<file path="src/sv/breakpoint_address_table_core_macros.svh">
// Assertion macros used by the breakpoint address table core.
`ifndef BREAKPOINT_ADDRESS_TABLE_CORE_MACROS_SVH
`define BREAKPOINT_ADDRESS_TABLE_CORE_MACROS_SVH

`ifndef NO_ASSERTIONS
// Check that a consequent holds in the same cycle as its antecedent.
`define BAT_ASSERT_NOW(label, clk, rst_n, ante, cons) \
    label: assert property (@(posedge clk) disable iff (!rst_n) (ante) |-> (cons)) \
        else $error("assertion failed: same-cycle check");
// Check that a consequent holds in the cycle after its antecedent.
`define BAT_ASSERT_NEXT(label, clk, rst_n, ante, cons) \
    label: assert property (@(posedge clk) disable iff (!rst_n) (ante) |=> (cons)) \
        else $error("assertion failed: next-cycle check");
`else
`define BAT_ASSERT_NOW(label, clk, rst_n, ante, cons)
`define BAT_ASSERT_NEXT(label, clk, rst_n, ante, cons)
`endif

`endif

</file>
<file path="src/sv/bat_pkg.sv">
// Types and constants shared by the breakpoint address table modules.
package bat_pkg;

    localparam int MODE_W   = 2;
    localparam int ADDR_W   = 32;
    localparam int STATUS_W = 2;
    localparam int SLOT_W   = 4;
    localparam int RES_W    = STATUS_W + SLOT_W + 1;
    localparam int RES_BYTES_W = ((RES_W + 7) / 8) * 8;

    typedef logic [MODE_W-1:0]   t_mode;
    typedef logic [STATUS_W-1:0] t_status;

    localparam t_mode MODE_SET    = 2'd0;
    localparam t_mode MODE_CLEAR  = 2'd1;
    localparam t_mode MODE_LOOKUP = 2'd2;

    localparam t_status STATUS_DONE      = 2'd0;
    localparam t_status STATUS_FULL      = 2'd1;
    localparam t_status STATUS_NOT_FOUND = 2'd2;

    typedef struct packed {
        logic found;
        logic have_free;
    } t_scan_flags;

endpackage

</file>
<file path="src/sv/bat_match.sv">
// Parallel compare of all slots and lowest-index match and free-slot encoders.
module bat_match #(
    parameter int SLOTS = 16,
    parameter int IDX_W = (SLOTS > 1) ? $clog2(SLOTS) : 1
) (
    input  logic [SLOTS-1:0]                      i_valid,
    input  logic [SLOTS-1:0][bat_pkg::ADDR_W-1:0] i_slot_addr,
    input  logic [bat_pkg::ADDR_W-1:0]            i_addr,
    output bat_pkg::t_scan_flags                  o_flags,
    output logic [IDX_W-1:0]                      o_match_idx,
    output logic [IDX_W-1:0]                      o_free_idx
);
    import bat_pkg::*;

    logic [SLOTS-1:0] w_eq;

    always_comb begin
        for (int i = 0; i < SLOTS; i++) begin
            w_eq[i] = i_valid[i] && (i_slot_addr[i] == i_addr);
        end
    end

    // Walk from the top so the lowest hit is the one that sticks.
    always_comb begin
        o_match_idx = '0;
        o_free_idx  = '0;
        for (int i = SLOTS - 1; i >= 0; i--) begin
            if (w_eq[i]) begin
                o_match_idx = IDX_W'(i);
            end
            if (!i_valid[i]) begin
                o_free_idx = IDX_W'(i);
            end
        end
        o_flags.found     = |w_eq;
        o_flags.have_free = ~&i_valid;
    end

endmodule

</file>
<file path="src/sv/breakpoint_address_table_core.sv">
// Top level of the breakpoint address table: request register, slot table, result register.
//
// Usage:
//   Requests arrive on the s_axis channel: tuser carries the mode (set, clear,
//   look up; the unused code behaves as look up) and tdata the 32-bit address.
//   Each request yields exactly one result beat on m_axis: status, slot, hit.
//   A beat is taken into the request register, where all SLOTS entries are
//   compared with it in parallel; when the request advances, the result
//   register and the slot table update at the same edge. One request is
//   accepted every cycle while the receiver does not stall. The rate is set
//   by the combinational compare across all slots, which lets each request
//   see the table left by the one before it.
//   When the receiver stalls, the result register holds; the request register
//   still takes one more beat, then s_axis_tready drops until the result moves.
//   Reset (synchronous, active low) invalidates every slot at once and empties
//   both registers; slot addresses are not cleared, since a slot is only read
//   while valid.
//   Slot indices wider than four bits are reported by their low four bits.
module breakpoint_address_table_core #(
    parameter int SLOTS = 16
) (
    input  logic                               i_clk,
    input  logic                               i_rst_n,
    // Request channel
    input  logic                               s_axis_tvalid,
    output logic                               s_axis_tready,
    input  logic [bat_pkg::ADDR_W-1:0]         s_axis_tdata,  // [31:0] address
    input  logic [bat_pkg::MODE_W-1:0]         s_axis_tuser,  // [1:0] mode
    // Result channel
    output logic                               m_axis_tvalid,
    input  logic                               m_axis_tready,
    output logic [bat_pkg::RES_BYTES_W-1:0]    m_axis_tdata   // [1:0] status, [5:2] slot,
                                                              // [6] hit, rest zero
);
    import bat_pkg::*;

    localparam int IDX_W = (SLOTS > 1) ? $clog2(SLOTS) : 1;

    // Request register
    logic              r_in_valid;
    t_mode             r_in_mode;
    logic [ADDR_W-1:0] r_in_addr;

    // Slot table
    logic [SLOTS-1:0]             r_valid;
    logic [SLOTS-1:0]             n_valid;
    logic [SLOTS-1:0][ADDR_W-1:0] r_slot_addr;

    // Result register
    logic              r_out_valid;
    t_status           r_status;
    logic [SLOT_W-1:0] r_slot;
    logic              r_hit;
    t_status           n_status;
    logic [SLOT_W-1:0] n_slot;
    logic              n_hit;

    t_scan_flags       w_flags;
    logic [IDX_W-1:0]  w_match_idx;
    logic [IDX_W-1:0]  w_free_idx;
    logic              w_fire;
    logic              w_is_set;
    logic              w_is_clear;
    logic              w_claim;
    logic              w_drop;
    logic [IDX_W+SLOT_W-1:0] w_match_ext;
    logic [IDX_W+SLOT_W-1:0] w_free_ext;

    // Advance the request into the result register when that is free or draining.
    assign w_fire        = r_in_valid && (!r_out_valid || m_axis_tready);
    assign s_axis_tready = !r_in_valid || w_fire;

    assign w_is_set   = (r_in_mode == MODE_SET);
    assign w_is_clear = (r_in_mode == MODE_CLEAR);
    assign w_claim    = w_fire && w_is_set && !w_flags.found && w_flags.have_free;
    assign w_drop     = w_fire && w_is_clear && w_flags.found;

    bat_match #(
        .SLOTS (SLOTS),
        .IDX_W (IDX_W)
    ) u_match (
        .i_valid     (r_valid),
        .i_slot_addr (r_slot_addr),
        .i_addr      (r_in_addr),
        .o_flags     (w_flags),
        .o_match_idx (w_match_idx),
        .o_free_idx  (w_free_idx)
    );

    // Zero-extend first, then keep the low four bits, so any SLOTS fits.
    assign w_match_ext = {{SLOT_W{1'b0}}, w_match_idx};
    assign w_free_ext  = {{SLOT_W{1'b0}}, w_free_idx};

    always_comb begin
        for (int i = 0; i < SLOTS; i++) begin
            n_valid[i] = r_valid[i];
            if (w_claim && (w_free_idx == IDX_W'(i))) begin
                n_valid[i] = 1'b1;
            end
            if (w_drop && (w_match_idx == IDX_W'(i))) begin
                n_valid[i] = 1'b0;
            end
        end
    end

    always_comb begin
        n_status = STATUS_NOT_FOUND;
        n_slot   = '0;
        n_hit    = 1'b0;
        if (w_flags.found) begin
            n_status = STATUS_DONE;
            n_slot   = w_match_ext[SLOT_W-1:0];
            n_hit    = 1'b1;
        end else if (w_is_set) begin
            if (w_flags.have_free) begin
                n_status = STATUS_DONE;
                n_slot   = w_free_ext[SLOT_W-1:0];
            end else begin
                n_status = STATUS_FULL;
            end
        end
    end

    // Control state
    always_ff @(posedge i_clk) begin
        if (!i_rst_n) begin
            r_in_valid  <= 1'b0;
            r_out_valid <= 1'b0;
            r_valid     <= '0;
        end else begin
            if (s_axis_tready) begin
                r_in_valid <= s_axis_tvalid;
            end
            if (w_fire) begin
                r_out_valid <= 1'b1;
            end else if (m_axis_tready) begin
                r_out_valid <= 1'b0;
            end
            r_valid <= n_valid;
        end
    end

    // Payload: no reset
    always_ff @(posedge i_clk) begin
        if (s_axis_tready && s_axis_tvalid) begin
            r_in_mode <= s_axis_tuser;
            r_in_addr <= s_axis_tdata;
        end
        if (w_fire) begin
            r_status <= n_status;
            r_slot   <= n_slot;
            r_hit    <= n_hit;
        end
        for (int i = 0; i < SLOTS; i++) begin
            if (w_claim && (w_free_idx == IDX_W'(i))) begin
                r_slot_addr[i] <= r_in_addr;
            end
        end
    end

    assign m_axis_tvalid = r_out_valid;
    assign m_axis_tdata  = {{(RES_BYTES_W - RES_W){1'b0}}, r_hit, r_slot, r_status};

`include "breakpoint_address_table_core_macros.svh"

    // Back-pressure only when both registers are full and the receiver stalls.
    `BAT_ASSERT_NOW(a_ready_only_when_blocked, i_clk, i_rst_n, !s_axis_tready, r_in_valid && r_out_valid && !m_axis_tready)
    // A pending full report means every slot is taken.
    `BAT_ASSERT_NOW(a_full_means_all_valid, i_clk, i_rst_n, r_out_valid && (r_status == STATUS_FULL), &r_valid)
    // A clear that hits leaves its slot invalid.
    `BAT_ASSERT_NEXT(a_clear_drops_slot, i_clk, i_rst_n, w_drop, !r_valid[$past(w_match_idx)])

endmodule
</file>
<file path="config.mk">
export PLATFORM = sky130hd
export DESIGN_NAME = breakpoint_address_table_core
export DESIGN_NICKNAME = d
export VERILOG_FILES = /design/src/sv/bat_pkg.sv /design/src/sv/bat_match.sv /design/src/sv/breakpoint_address_table_core.sv
export VERILOG_INCLUDE_DIRS = /design/src /design/src/sv
export SDC_FILE = /design/constraint.sdc
export NUM_CORES = 1
export LEC_CHECK = 0
export ABC_CLOCK_PERIOD_IN_PS = 7900
export BUFFER_PORTS_ARGS = -buffer_cell sky130_fd_sc_hd__buf_2
export CAP_MARGIN = 20
export CORE_AREA = 2 2 205 207
export DETAILED_ROUTE_END_ITERATION = 10
export DIE_AREA = 0 0 207 209
export PLACE_DENSITY = 0.91
export SLEW_MARGIN = 10
export SYNTH_ARGS = -nofsm -noshare
export SYNTH_HDL_FRONTEND = slang
export SYNTH_SLANG_ARGS = --single-unit
</file>
<file path="constraint.sdc">
create_clock -name i_clk -period 7.9 [get_ports i_clk]
set_input_delay 0.395 -clock i_clk [delete_from_list [all_inputs] [get_ports i_clk]]
set_output_delay 0.395 -clock i_clk [all_outputs]
set_load 0.01 [all_outputs]
</file>
==> run summary <==
CP max-delay cell: edfxtp_1
Ports: 48
Yosys top cell area share: 64.90%
final clock skew: 50.78 ps
Crit Path Class: flip-flop to flip-flop
Max transition margin: 24.05%
clock transition at the registers of the reported paths: 80 ps
CP max FO: 32
core box area: 41,290 sq um
first-pass GRT wire length: 104,500 um
Root Buffer: clkbuf_16
Cell Count, Final, Fillers Out: 2,431
Clock Path Buffers: 3
CP arrival: 5900 ps
antenna-violating nets left: 0
Hold Path Stages: 3
Avg Inst Size Synth: 14.81 sq um
Distinct cells, synth: 55
H-tree lvl count: 2
number of global-route vias before repair: 16,680
FMAX: 177.2 MHz
max-cap violations: 0
final hold vios: 0
Min Hold Slack: 26.82 ps
Initial Util: 61.97%
Die Y: 209 um
Post-Syn Instances: 1,728
total grt overflow: 0
Slew @ Worst Pin: 1139 ps
final period utilization: 71.45%
final setup fails: 0
die width: 207 um
# Post-CTS Setup Buffers: 0
GP Congestion: 0.9455
Required @ worst endpoint: 8160 ps
die area: 43,260 sq um
crit path launch type: flip-flop
critical-path cell list: buf_4, xor2_1, nor4_1, nand4b_1, nor3_1, nor4_1, or4b_1, or3_1, nor4_2, buf_4
drt first-iter violations: 2,615
worst skew pair latency: 640 ps
Overall Global Routing Usage: 32.35%
synth-to-layout area growth: 12.14%
NumNets Final: 1,884
# rows: 75
largest area contributor in the netlist: edfxtp_1
r2r worst-path depth: 10
clk sinks: 571
top cells by count, synth: edfxtp_1, xor2_1, nor4_1
Async SR Flop Fraction: 0%
Port Buffers: 46
VDD IR max: 0.0002544 V
YS warnings: 0
crit-path max cell delay: 1080 ps
post-synthesis sequential area ratio: 66.31%
fin crit period: 5645 ps
cell with the most instances after synthesis: edfxtp_1
mean number of vias per cell: 6.884
Crit. End Element: flip-flop
Top FF cell, synth: edfxtp_1
Leak: 9.362 nW
top post-synthesis cells by area: edfxtp_1, xor2_1, nor4_1, xnor2_1, nand4_1
Inst Count DP: 2,293
status: finished clean
First-pass DRT Iterations: 7
Power Dens Cells: 234.5 nW/um^2
initial antenna violation count: 0
drt wl/cell: 29.13 um
Post-Route WL: 70,810 um
DP HPWL: 39,800 um
setup TNS: 0 ps
fin. max-slew vios: 0
DR DRC count: 0
Worst Hold Class: input pin to flip-flop
Layout fillers: 2,501
Seq cells post-synth: 571
largest net degree at the start of global routing: 35
CTS Buf Count: 55
RSZ-0062 raised after global routing: no
number of synthesized flops with an enable pin: 553
Synth Net Count: 1,766
CTS tree: built
Vias: 16,740
Mapped Area: 25,590 sq um
ratio of cells with drive above 1 in the final layout: 11.63%
[kinds of logic (layout without fill, tap and decap cells)]
group           count (synthesis)  after routing  share of synthesized area [%]
flops                         571            571                          66.31
other cells                     1              2                        0.01466
simple gates                  489            489                          11.36
xor+xnor                      509            509                          17.57
buf+inv                        91            254                          2.817
compound gates                 67             67                          1.927
[worst max-delay path, delay by kind of cell, from the launching register on]
kind / cells / cell delay (ps)
simple gates: 7 / 2990
flops: 1 / 1080
buf+inv: 2 / 920
xor+xnor: 1 / 250
[stage by stage]
step / utilization, % / power, mW / setup slack (ps) / cell area (sq um)
6_report: 69.49 / 6.729 / 2255 / 28690
5_1_grt: 69.48 / 6.853 / 2205 / 28690
4_1_cts: 69.45 / 6.700 / 2534 / 28680
3_5_place_dp: 63.68 / 3.784 / 2657 / 26300
2_1_floorplan: - / 3.665 / 1263 / 25590
3_3_place_gp: 63.68 / 3.771 / 2759 / 26300
[final timing paths]
kind,from,slack (ps),end
setup / recovery,r_in_addr[10],2260,r_slot_addr[171]
setup reg to reg,r_in_addr[10],2260,r_slot_addr[171]
hold / removal,s_axis_tvalid,30,r_in_valid
hold reg to reg,r_in_valid,540,m_axis_tvalid
[cell type report]
class	count	area (sq um)	area share, %
diodes	1	2.502	0.008721
clock buffers	58	1388	4.836
clock inverters	44	651.9	2.272
inverters	20	75.07	0.2616
multi-input cells	1066	7966	27.76
flip-flops and latches	571	16970	59.13
well taps	539	674.4	2.350
repair buffers	132	968.4	3.375
[state kept, by name (all words and copies together), names as in the netlist]
signal,count
r_valid,16
r_in_addr,32
r_in_mode,2
r_slot,4
r_hit,1
r_status,2
r_slot_addr,512
m_axis_tvalid,1
r_in_valid,1
[report_power, final]
group	internal [mW]	total (mW)	switching, mW	leakage, nW
Clock	1.77	2.97	1.20	0.978
Combinational	0.114	0.391	0.278	3.24
Sequential	3.34	3.37	0.0311	5.15
[per-layer routing]
metal,GRT usage [%],vias to the layer above,wire [um]
met1,43.21,8090,24960
li1,-,6771,-
met5,0,-,0
met3,6.853,321,9493
met2,50.02,1554,32040
met4,18.00,0,4311
[placed cells by master, fill, tap and decap left out, drive strengths merged, types with 4 or more instances in the layout]
cell,count
clkbuf,58
nand4,71
or4,16
clkinvlp,5
nor4b,13
xor2,404
xnor2,105
o21ba,6
nor2,29
o31a,4
o21ai,16
nand4b,21
a31oi,5
or2,4
nor3,39
edfxtp,553
or3,11
nand2,47
dfxtp,18
nand2b,6
nor4,184
o211a,5
inv,20
buf,98
nand3,29
a21oi,5
bufinv,15
o211ai,4
clkinv,24
dlygate4sd3,34
nor2b,6
[repair_timing]
| item | 4_1_cts | 5_1_grt |
|---|---|---|
| endpoints found under the hold margin | 34 | 0 |
| gates resized for setup | 0 | 0 |
| hold buffers | 34 | 0 |
Note: power is estimated with default switching activity, not from simulation.
